===== config.mk =====
export PLATFORM = sky130hd
export DESIGN_NAME = line_pixel_rasterizer
export DESIGN_NICKNAME = d
export VERILOG_FILES = /design/src/rtl/core/lpr_pkg.sv /design/src/rtl/core/lpr_front.sv /design/src/rtl/core/lpr_queue.sv /design/src/rtl/core/lpr_walk.sv /design/src/rtl/core/line_pixel_rasterizer.sv
export VERILOG_INCLUDE_DIRS = /design/src /design/src/rtl/core
export SDC_FILE = /design/constraint.sdc
export NUM_CORES = 1
export LEC_CHECK = 0
export ABC_AREA = 1
export BUFFER_PORTS_ARGS = -buffer_cell sky130_fd_sc_hd__buf_2
export CAP_MARGIN = 10
export CELL_PAD_IN_SITES_DETAIL_PLACEMENT = 1
export CELL_PAD_IN_SITES_GLOBAL_PLACEMENT = 1
export CORE_ASPECT_RATIO = 0.5
export CORE_MARGIN = 5
export CORE_UTILIZATION = 47
export CTS_CLUSTER_DIAMETER = 200
export DETAILED_ROUTE_END_ITERATION = 10
export PLACE_DENSITY = 0.85
export SYNTH_ARGS = -nofsm -noshare
export SYNTH_HDL_FRONTEND = slang
export SYNTH_SLANG_ARGS = --single-unit

===== constraint.sdc =====
create_clock -name clk -period 5.3 [get_ports clk]
set_input_delay 1.06 -clock clk [delete_from_list [all_inputs] [get_ports clk]]
set_output_delay 1.06 -clock clk [all_outputs]
set_load 0.01 [all_outputs]

===== src/rtl/core/assert_macros.svh =====
// ----------------------------------------------------------------------------
// Assertion macros
// Shared concurrent assertion wrappers for the line rasterizer RTL.
// ----------------------------------------------------------------------------
`ifndef ASSERT_MACROS_SVH
`define ASSERT_MACROS_SVH

// Checked at every rising clock edge outside of reset
`define ASSERT_CLK(label, prop, msg) \
  label: assert property (@(posedge clk) disable iff (!rst_n) (prop)) else $error(msg);

// Checked at every rising clock edge, reset included
`define ASSERT_ALWAYS(label, prop, msg) \
  label: assert property (@(posedge clk) (prop)) else $error(msg);

`endif


===== src/rtl/core/lpr_pkg.sv =====
// ----------------------------------------------------------------------------
// lpr_pkg
// Types and constants shared by the line pixel rasterizer modules.
// ----------------------------------------------------------------------------
package lpr_pkg;

  // Coordinate and datapath widths
  localparam int COL_W   = 10;
  localparam int ROW_W   = 9;
  localparam int ERR_W   = 11;
  localparam int PIX_W   = 19;
  localparam int COLOR_W = 16;

  // Frame buffer line pitch in pixels
  localparam int SCREEN_WIDTH = 800;

  // Front-to-walker queue
  localparam int QUEUE_DEPTH = 4;
  localparam int QUEUE_AW    = $clog2(QUEUE_DEPTH);
  localparam int QUEUE_CW    = $clog2(QUEUE_DEPTH + 1);

  // Command codes
  localparam logic CMD_START = 1'b0;
  localparam logic CMD_STEP  = 1'b1;

  // Register file: paddr width and register select (paddr bit 2)
  localparam int   CFG_AW           = 3;
  localparam int   CFG_DW           = 32;
  localparam logic REG_DRAW_COLOR   = 1'b0;
  localparam logic REG_TARGET_LAYER = 1'b1;

  // Input transfer payload
  typedef struct packed {
    logic             cmd;
    logic [COL_W-1:0] start_x;
    logic [ROW_W-1:0] start_y;
    logic [COL_W-1:0] end_x;
    logic [ROW_W-1:0] end_y;
  } lpr_in_t;

  // Output transfer payload
  typedef struct packed {
    logic [PIX_W-1:0]   pixel_index;
    logic [COLOR_W-1:0] color;
    logic               layer;
    logic               last;
  } lpr_out_t;

  // Classified command passed from front to walker
  typedef struct packed {
    logic             is_start;
    logic [COL_W-1:0] col;
    logic [ROW_W-1:0] row;
    logic [COL_W-1:0] left;
    logic [ERR_W-1:0] err;
    logic [COL_W-1:0] major;
    logic [COL_W-1:0] minor;
    logic             x_major;
    logic             col_neg;
    logic             row_neg;
  } lpr_cmd_t;

endpackage


===== src/rtl/core/lpr_front.sv =====
// ----------------------------------------------------------------------------
// lpr_front
// Accepts command transfers and classifies start commands into a walker
// setup record (direction, major axis, deltas, initial error, pixels after the first).
// ----------------------------------------------------------------------------
module lpr_front (
  input  logic             in_valid,
  output logic             in_stall,
  input  lpr_pkg::lpr_in_t in_data,
  input  logic             q_full,
  output logic             q_wr,
  output lpr_pkg::lpr_cmd_t q_wr_data
);

  logic [lpr_pkg::COL_W-1:0] dx;
  logic [lpr_pkg::COL_W-1:0] dy;
  logic                      ex_lt_sx;
  logic                      ey_lt_sy;
  logic                      dx_ge_dy;
  logic [lpr_pkg::COL_W-1:0] major;
  lpr_pkg::lpr_cmd_t         setup;

  // Handshake: stall only on a full queue
  assign in_stall = q_full;
  assign q_wr     = in_valid && !q_full;

  // Absolute deltas and directions
  assign ex_lt_sx = in_data.end_x < in_data.start_x;
  assign ey_lt_sy = in_data.end_y < in_data.start_y;
  assign dx = ex_lt_sx ? (in_data.start_x - in_data.end_x)
                       : (in_data.end_x - in_data.start_x);
  assign dy = ey_lt_sy ? lpr_pkg::COL_W'(in_data.start_y - in_data.end_y)
                       : lpr_pkg::COL_W'(in_data.end_y - in_data.start_y);
  assign dx_ge_dy = dx >= dy;
  assign major    = dx_ge_dy ? dx : dy;

  // Line classification
  always_comb begin
    setup          = '0;
    setup.is_start = 1'b1;
    if (in_data.start_x == in_data.end_x) begin
      // vertical, single point included
      setup.col   = in_data.start_x;
      setup.row   = ey_lt_sy ? in_data.end_y : in_data.start_y;
      setup.major = dy;
      setup.left  = dy;
    end else if (in_data.start_y == in_data.end_y) begin
      // horizontal
      setup.x_major = 1'b1;
      setup.row     = in_data.start_y;
      setup.col     = ex_lt_sx ? in_data.end_x : in_data.start_x;
      setup.major   = dx;
      setup.left    = dx;
    end else begin
      // general Bresenham walk from the start point
      setup.col     = in_data.start_x;
      setup.row     = in_data.start_y;
      setup.col_neg = ex_lt_sx;
      setup.row_neg = ey_lt_sy;
      setup.x_major = dx_ge_dy;
      setup.major   = major;
      setup.minor   = dx_ge_dy ? dy : dx;
      setup.err     = lpr_pkg::ERR_W'(major >> 1);
      setup.left    = major - lpr_pkg::COL_W'(1);
    end
  end

  // Step commands carry no setup
  always_comb begin
    if (in_data.cmd == lpr_pkg::CMD_START) begin
      q_wr_data = setup;
    end else begin
      q_wr_data = '0;
    end
  end

endmodule


===== src/rtl/core/lpr_queue.sv =====
// ----------------------------------------------------------------------------
// lpr_queue
// Short FIFO of classified commands between the front and the walker.
// ----------------------------------------------------------------------------
module lpr_queue (
  input  logic              clk,
  input  logic              rst_n,
  input  logic              wr,
  input  lpr_pkg::lpr_cmd_t wr_data,
  output logic              full,
  input  logic              rd,
  output logic              rd_valid,
  output lpr_pkg::lpr_cmd_t rd_data
);

  lpr_pkg::lpr_cmd_t             mem_r [lpr_pkg::QUEUE_DEPTH];
  logic [lpr_pkg::QUEUE_AW-1:0]  wr_ptr_r, wr_ptr_nxt;
  logic [lpr_pkg::QUEUE_AW-1:0]  rd_ptr_r, rd_ptr_nxt;
  logic [lpr_pkg::QUEUE_CW-1:0]  count_r, count_nxt;
  logic                          do_wr;
  logic                          do_rd;

  assign full     = count_r == lpr_pkg::QUEUE_CW'(lpr_pkg::QUEUE_DEPTH);
  assign rd_valid = count_r != '0;
  assign rd_data  = mem_r[rd_ptr_r];
  assign do_wr    = wr && !full;
  assign do_rd    = rd && rd_valid;

  // Pointer and occupancy update
  always_comb begin
    wr_ptr_nxt = do_wr ? wr_ptr_r + 1'b1 : wr_ptr_r;
    rd_ptr_nxt = do_rd ? rd_ptr_r + 1'b1 : rd_ptr_r;
    count_nxt  = count_r;
    if (do_wr && !do_rd) begin
      count_nxt = count_r + 1'b1;
    end else if (do_rd && !do_wr) begin
      count_nxt = count_r - 1'b1;
    end
  end

  always_ff @(posedge clk) begin
    if (!rst_n) begin
      wr_ptr_r <= '0;
      rd_ptr_r <= '0;
      count_r  <= '0;
    end else begin
      wr_ptr_r <= wr_ptr_nxt;
      rd_ptr_r <= rd_ptr_nxt;
      count_r  <= count_nxt;
    end
  end

  // Entry storage
  always_ff @(posedge clk) begin
    if (do_wr) begin
      mem_r[wr_ptr_r] <= wr_data;
    end
  end

endmodule


===== src/rtl/core/lpr_walk.sv =====
// ----------------------------------------------------------------------------
// lpr_walk
// Line walker: loads setup records and performs one Bresenham step per step
// command, driving the registered pixel output.
// ----------------------------------------------------------------------------
`include "assert_macros.svh"

module lpr_walk (
  input  logic                        clk,
  input  logic                        rst_n,
  input  logic                        q_valid,
  input  lpr_pkg::lpr_cmd_t           q_data,
  output logic                        q_rd,
  input  logic [lpr_pkg::COLOR_W-1:0] draw_color,
  input  logic                        target_layer,
  output logic                        out_valid,
  input  logic                        out_stall,
  output lpr_pkg::lpr_out_t           out_data
);

  logic                      active_r, active_nxt;
  logic [lpr_pkg::COL_W-1:0] col_r, col_nxt;
  logic [lpr_pkg::ROW_W-1:0] row_r, row_nxt;
  logic [lpr_pkg::COL_W-1:0] left_r, left_nxt;
  logic [lpr_pkg::ERR_W-1:0] err_r, err_nxt;
  logic [lpr_pkg::COL_W-1:0] major_r, major_nxt;
  logic [lpr_pkg::COL_W-1:0] minor_r, minor_nxt;
  logic                      x_major_r, x_major_nxt;
  logic                      col_neg_r, col_neg_nxt;
  logic                      row_neg_r, row_neg_nxt;
  logic                      out_valid_r, out_valid_nxt;
  lpr_pkg::lpr_out_t         out_data_r, out_data_nxt;

  logic                      out_free;
  logic                      emit;
  logic                      last;
  logic [lpr_pkg::ERR_W-1:0] err_sum;
  logic                      minor_move;
  logic                      move_col;
  logic                      move_row;
  logic [lpr_pkg::PIX_W-1:0] row_base;
  logic [lpr_pkg::PIX_W-1:0] pix_index;

  // Pop: starts and idle steps never need the output register
  assign out_free = !out_valid_r || !out_stall;
  assign q_rd     = q_valid && (q_data.is_start || !active_r || out_free);
  assign emit     = q_rd && !q_data.is_start && active_r;
  assign last     = left_r == '0;

  // Error update and axis moves
  assign err_sum    = err_r + lpr_pkg::ERR_W'(minor_r);
  assign minor_move = err_sum >= lpr_pkg::ERR_W'(major_r);
  assign move_col   = x_major_r || minor_move;
  assign move_row   = !x_major_r || minor_move;

  // Frame buffer index
  assign row_base  = lpr_pkg::PIX_W'(row_r * lpr_pkg::SCREEN_WIDTH);
  assign pix_index = row_base + lpr_pkg::PIX_W'(col_r);

  // Walker state update
  always_comb begin
    active_nxt  = active_r;
    col_nxt     = col_r;
    row_nxt     = row_r;
    left_nxt    = left_r;
    err_nxt     = err_r;
    major_nxt   = major_r;
    minor_nxt   = minor_r;
    x_major_nxt = x_major_r;
    col_neg_nxt = col_neg_r;
    row_neg_nxt = row_neg_r;
    if (q_rd && q_data.is_start) begin
      active_nxt  = 1'b1;
      col_nxt     = q_data.col;
      row_nxt     = q_data.row;
      left_nxt    = q_data.left;
      err_nxt     = q_data.err;
      major_nxt   = q_data.major;
      minor_nxt   = q_data.minor;
      x_major_nxt = q_data.x_major;
      col_neg_nxt = q_data.col_neg;
      row_neg_nxt = q_data.row_neg;
    end else if (emit) begin
      if (last) begin
        active_nxt = 1'b0;
      end else begin
        left_nxt = left_r - 1'b1;
        err_nxt  = minor_move ? err_sum - lpr_pkg::ERR_W'(major_r) : err_sum;
        if (move_col) begin
          col_nxt = col_neg_r ? col_r - 1'b1 : col_r + 1'b1;
        end
        if (move_row) begin
          row_nxt = row_neg_r ? row_r - 1'b1 : row_r + 1'b1;
        end
      end
    end
  end

  // Output register
  always_comb begin
    out_valid_nxt = out_valid_r && out_stall;
    out_data_nxt  = out_data_r;
    if (emit) begin
      out_valid_nxt            = 1'b1;
      out_data_nxt.pixel_index = pix_index;
      out_data_nxt.color       = draw_color;
      out_data_nxt.layer       = target_layer;
      out_data_nxt.last        = last;
    end
  end

  always_ff @(posedge clk) begin
    if (!rst_n) begin
      active_r    <= 1'b0;
      out_valid_r <= 1'b0;
      col_r       <= '0;
      row_r       <= '0;
      left_r      <= '0;
      err_r       <= '0;
      major_r     <= '0;
      minor_r     <= '0;
      x_major_r   <= 1'b0;
      col_neg_r   <= 1'b0;
      row_neg_r   <= 1'b0;
    end else begin
      active_r    <= active_nxt;
      out_valid_r <= out_valid_nxt;
      col_r       <= col_nxt;
      row_r       <= row_nxt;
      left_r      <= left_nxt;
      err_r       <= err_nxt;
      major_r     <= major_nxt;
      minor_r     <= minor_nxt;
      x_major_r   <= x_major_nxt;
      col_neg_r   <= col_neg_nxt;
      row_neg_r   <= row_neg_nxt;
    end
  end

  always_ff @(posedge clk) begin
    out_data_r <= out_data_nxt;
  end

  assign out_valid = out_valid_r;
  assign out_data  = out_data_r;

  // Checks
  `ASSERT_CLK(a_err_bound, active_r |-> (err_r <= lpr_pkg::ERR_W'(major_r)),
    "error accumulator exceeds major delta")
  `ASSERT_CLK(a_emit_shows, emit |=> out_valid_r,
    "step on an active line did not load the output register")
  `ASSERT_CLK(a_last_ends, (emit && last) |=> !active_r,
    "line still active after its last pixel")

endmodule


===== src/rtl/core/line_pixel_rasterizer.sv =====
// ----------------------------------------------------------------------------
// line_pixel_rasterizer
// Bresenham line walker producing one frame buffer pixel write per step.
// ----------------------------------------------------------------------------
// A start command (cmd 0) loads two endpoints and gives no output; each step
// command (cmd 1) then gives the next pixel as col + row * 800 with the draw
// color, the target layer and a last flag. Steps while no line is active are
// dropped, and a start abandons any line in progress. One command is taken
// per cycle unless the queue is full, and one pixel leaves per cycle unless
// out_stall is high; the limit is the single-step update of the walker's
// error and coordinate registers. A step command is written into the
// four-entry command queue at the edge that takes it; the walker pops it once
// the output register is free and loads its pixel there. Registers:
// draw_color at 0x0, target_layer at 0x4; write them only while no line work is pending.
// ----------------------------------------------------------------------------
module line_pixel_rasterizer (
  input  logic                       clk,
  input  logic                       rst_n,
  input  logic                       in_valid,
  output logic                       in_stall,
  input  lpr_pkg::lpr_in_t           in_data,
  output logic                       out_valid,
  input  logic                       out_stall,
  output lpr_pkg::lpr_out_t          out_data,
  input  logic                       cfg_psel,
  input  logic                       cfg_penable,
  input  logic                       cfg_pwrite,
  input  logic [lpr_pkg::CFG_AW-1:0] cfg_paddr,
  input  logic [lpr_pkg::CFG_DW-1:0] cfg_pwdata,
  output logic [lpr_pkg::CFG_DW-1:0] cfg_prdata,
  output logic                       cfg_pready
);

  logic [lpr_pkg::COLOR_W-1:0] draw_color_r, draw_color_nxt;
  logic                        target_layer_r, target_layer_nxt;
  logic                        cfg_wr;
  logic                        q_full;
  logic                        q_wr;
  lpr_pkg::lpr_cmd_t           q_wr_data;
  logic                        q_rd;
  logic                        q_valid;
  lpr_pkg::lpr_cmd_t           q_rd_data;

  // Register port
  assign cfg_pready = 1'b1;
  assign cfg_wr     = cfg_psel && cfg_penable && cfg_pwrite;

  always_comb begin
    draw_color_nxt   = draw_color_r;
    target_layer_nxt = target_layer_r;
    if (cfg_wr) begin
      case (cfg_paddr[2])
        lpr_pkg::REG_DRAW_COLOR: begin
          draw_color_nxt = cfg_pwdata[lpr_pkg::COLOR_W-1:0];
        end
        lpr_pkg::REG_TARGET_LAYER: begin
          target_layer_nxt = cfg_pwdata[0];
        end
        default: begin
          draw_color_nxt = draw_color_r;
        end
      endcase
    end
  end

  always_comb begin
    case (cfg_paddr[2])
      lpr_pkg::REG_DRAW_COLOR: begin
        cfg_prdata = lpr_pkg::CFG_DW'(draw_color_r);
      end
      lpr_pkg::REG_TARGET_LAYER: begin
        cfg_prdata = lpr_pkg::CFG_DW'(target_layer_r);
      end
      default: begin
        cfg_prdata = '0;
      end
    endcase
  end

  always_ff @(posedge clk) begin
    if (!rst_n) begin
      draw_color_r   <= '0;
      target_layer_r <= 1'b0;
    end else begin
      draw_color_r   <= draw_color_nxt;
      target_layer_r <= target_layer_nxt;
    end
  end

  // Command front end
  lpr_front u_front (
    .in_valid  (in_valid),
    .in_stall  (in_stall),
    .in_data   (in_data),
    .q_full    (q_full),
    .q_wr      (q_wr),
    .q_wr_data (q_wr_data)
  );

  // Command queue
  lpr_queue u_queue (
    .clk      (clk),
    .rst_n    (rst_n),
    .wr       (q_wr),
    .wr_data  (q_wr_data),
    .full     (q_full),
    .rd       (q_rd),
    .rd_valid (q_valid),
    .rd_data  (q_rd_data)
  );

  // Line walker
  lpr_walk u_walk (
    .clk          (clk),
    .rst_n        (rst_n),
    .q_valid      (q_valid),
    .q_data       (q_rd_data),
    .q_rd         (q_rd),
    .draw_color   (draw_color_r),
    .target_layer (target_layer_r),
    .out_valid    (out_valid),
    .out_stall    (out_stall),
    .out_data     (out_data)
  );

endmodule


==> metrics.yaml <==
status: "completed"
drc: 0
antenna_cells: 0
leakagePower_nw: 10.0
initial_core_util: 0.478
cts_sinks: 376
grt_max_degree: 102
die_w_um: 308
vias: 17500
cts_made_buffers: 36
gp_congestion: 0.935
skew_ps: 24.9
maxSlewHeadroom: 0.270
hold_viol_final: 0
clockRootBuffer: "clkbuf_16"
cts_resized: 0
async_flop_share: 0
antenna_found_initial: 0
die_area_um2: 49100
insertion_delay_ps: 550
synth-seq-cells: 376
crit_path_end_kind: "flop"
post_cts_buffers: 0
ir_drop_uv: 450
worstPathRequired_ps: 5580
grt_overflow: 0
initialDrtViolationCount: 1354
ctsHoldBuffers: 0
period_needed_ps: 4900
placed_area_um2: 22300
wire_per_inst_um: 20.5
avgSynthCellArea_um2: 8.93
yosysWarnings: 0
seq_area_frac_synth: 0.496
core_area_um2: 43800
fillers: 5091
ys.flop_type: "edfxtp_1"
setup_viol: 0
synth_area_um2: 20900
ys_types: 57
grt_pass1_wl_um: 99100
drive_gt1_frac: 0.127
seq_area_um2: 10400
drt-total-wl_um: 63200
grt_pass1_vias: 18100
hold_path.class: "flop to flop"
rsz0062_at_grt: "false"
syn_inst: 2340
start_kind: "input port"
firstDrtPassIters: 7
cp_max_fo: 10
finish.net_count: 2691
tns_ps: 0
final_max_slew_viol_count: 0
antenna_left: 0
report.power.total_mw: 13.2
h-tree-depth: 2
critPathKind: "input port to flop"
synth_edf_count: 285
worst_ep_arrival_time_ps: 5170
area_growth_pct: 12.3
io_buffer_count: 117
multi_input_area_um2: 9120
io-pin-count: 153
worstMarginPinSlew_ps: 1090
cellPowerDensity_nw_per_um2: 561
finalInstanceArea_um2: 23500
fmax_ghz: 0.204
fp.dieH_um: 159
cts_tree: "yes"
rows: 54
maxCapViolCount: 0
grtUsageTotal: 0.249
min_period_over_period: 0.924
cts_buffer_depth: 3
clkTransAtPathRegs_ps: 60
place_hpwl_um: 45000
avgViaCountPerCell: 5.68
[cells in the final DEF (no fill, tap or decap), types with 4 or more instances in the layout]
cell	instances
nand2_1	444
edfxtp_1	285
inv_1	237
nor2_1	225
o21ai_0	217
a21oi_1	196
ha_1	125
buf_2	117
nand3_1	92
dfxtp_1	90
buf_4	74
xor2_1	49
o22ai_1	39
clkbuf_16	36
nand4_1	22
nand2_2	21
conb_1	17
o211ai_1	16
xnor2_1	15
fa_1	14
nor3_1	12
a31oi_1	12
inv_2	11
o21ai_1	10
nor2_4	8
a211oi_1	8
o21bai_1	8
nor2_2	8
o221ai_1	8
clkbuf_1	8
nand3_2	7
clkinv_2	7
clkinv_1	5
nand2_4	4
[path summary, 6_finish.rpt]
path | from | end | slack, ps | depth (start not counted)
min reg2reg | draw_color_r[12]$_SDFFE_PN0P_ | u_walk.out_data[14]$_DFFE_PP_ | 430 | 0
min | draw_color_r[12]$_SDFFE_PN0P_ | u_walk.out_data[14]$_DFFE_PP_ | 430 | 0
max reg2reg | u_walk.minor_r[2]$_SDFFE_PN0P_ | u_walk.col_r[5]$_SDFFE_PN0P_ | 1450 | 23
max | in_data[15] | u_queue.mem_r[3][38]$_DFFE_PP_ | 400 | 25
[critical path: stages]
cell and delay, ps:
buf_2 90, inv_1 50, ha_1 430, nand2_1 230, nor2_4 190, nand3_4 110
nand3_2 220, nand2_1 80, nand2_1 140, inv_1 100, ha_1 310, nand2_1 90
a21oi_1 50, nor2_1 150, nand2_1 70, nor2_1 300, buf_4 240, nand3_1 160
nand2_2 170, inv_2 50, nor2_2 200, nand2_1 120, nand3_1 90, o211ai_1 80
a21oi_1 380
[layer usage]
metal,up-vias,part of all wire,GRT usage
li1,8189,-,-
met1,8648,0.44,0.342
met2,589,0.47,0.420
met3,83,0.075,0.0460
met4,0,0.014,0.0449
met5,-,0,0
[synthesized netlist by cell type (10+ instances only)]
| library cell | n | share of area |
|---|---|---|
| o22ai_1 | 39 | 0.012 |
| dfxtp_1 | 91 | 0.087 |
| clkbuf_1 | 62 | 0.011 |
| nor3_1 | 13 | 0.0031 |
| o21ai_1 | 10 | 0.0024 |
| a31oi_1 | 12 | 0.0036 |
| xnor2_1 | 15 | 0.0063 |
| inv_1 | 239 | 0.043 |
| o21ai_0 | 217 | 0.052 |
| edfxtp_1 | 285 | 0.41 |
| fa_1 | 14 | 0.013 |
| buf_4 | 20 | 0.0072 |
| ha_1 | 125 | 0.075 |
| a21oi_1 | 196 | 0.047 |
| nand4_1 | 22 | 0.0066 |
| o211ai_1 | 16 | 0.0057 |
| nand2_2 | 21 | 0.0063 |
| xor2_1 | 49 | 0.021 |
| nor2_1 | 229 | 0.041 |
| inv_2 | 10 | 0.0018 |
| nand3_1 | 92 | 0.022 |
| buf_2 | 24 | 0.0057 |
| nand2_1 | 444 | 0.080 |
[cell families (layout without fill, tap and decap cells)]
| family | after synthesis | in the layout | synth area share |
|---|---|---|---|
| muxes | 1 | 1 | 0.000539 |
| other | 2 | 17 | 0.000359 |
| buffers and inverters | 364 | 506 | 0.0719 |
| AOI/OAI and AO/OA | 539 | 539 | 0.142 |
| DFF | 376 | 376 | 0.496 |
| and+or+nand+nor | 855 | 855 | 0.173 |
| adders and majority gates | 139 | 139 | 0.0882 |
| xor gates and xnor gates | 64 | 64 | 0.0268 |
[sequential cells by signal, indices dropped and copies added (netlist names), 3 cells and up, named ones only]
name and flops:
draw_color_r 16, u_walk.left_r 10, u_queue.mem_r 248, u_walk.row_r 9
u_walk.minor_r 10, u_queue.count_r 3, u_walk.out_data 37, u_walk.col_r 10
u_walk.major_r 10, u_walk.err_r 11
[through the flow]
stage	setup slack [ps]	hold slack, ps	util	instances
after detailed placement	7.24	417	0.510	3021
after floorplan	831	408	-	2355
after global routing	61.2	436	0.536	3085
after global placement	147	410	0.510	3021
after CTS	530	433	0.536	3085
final	404	431	0.536	3085
[report_power, final]
| group | internal [mW] | total [mW] | switching [mW] |
|---|---|---|---|
| registers | 3.88 | 4.19 | 0.314 |
| logic | 2.02 | 6.40 | 4.38 |
| clock network | 1.43 | 2.58 | 1.15 |
[cell type report]
| type | instances | share of cell area |
|---|---|---|
| Timing Repair Buffer | 191 | 0.0486 |
| Sequential cell | 376 | 0.442 |
| Clock inverter | 19 | 0.00874 |
| Tap cell | 588 | 0.0313 |
| Multi-Input combinational cell | 1615 | 0.388 |
| Clock buffer | 45 | 0.0402 |
| Inverter | 251 | 0.0403 |
(Power assumes the default switching activity.)
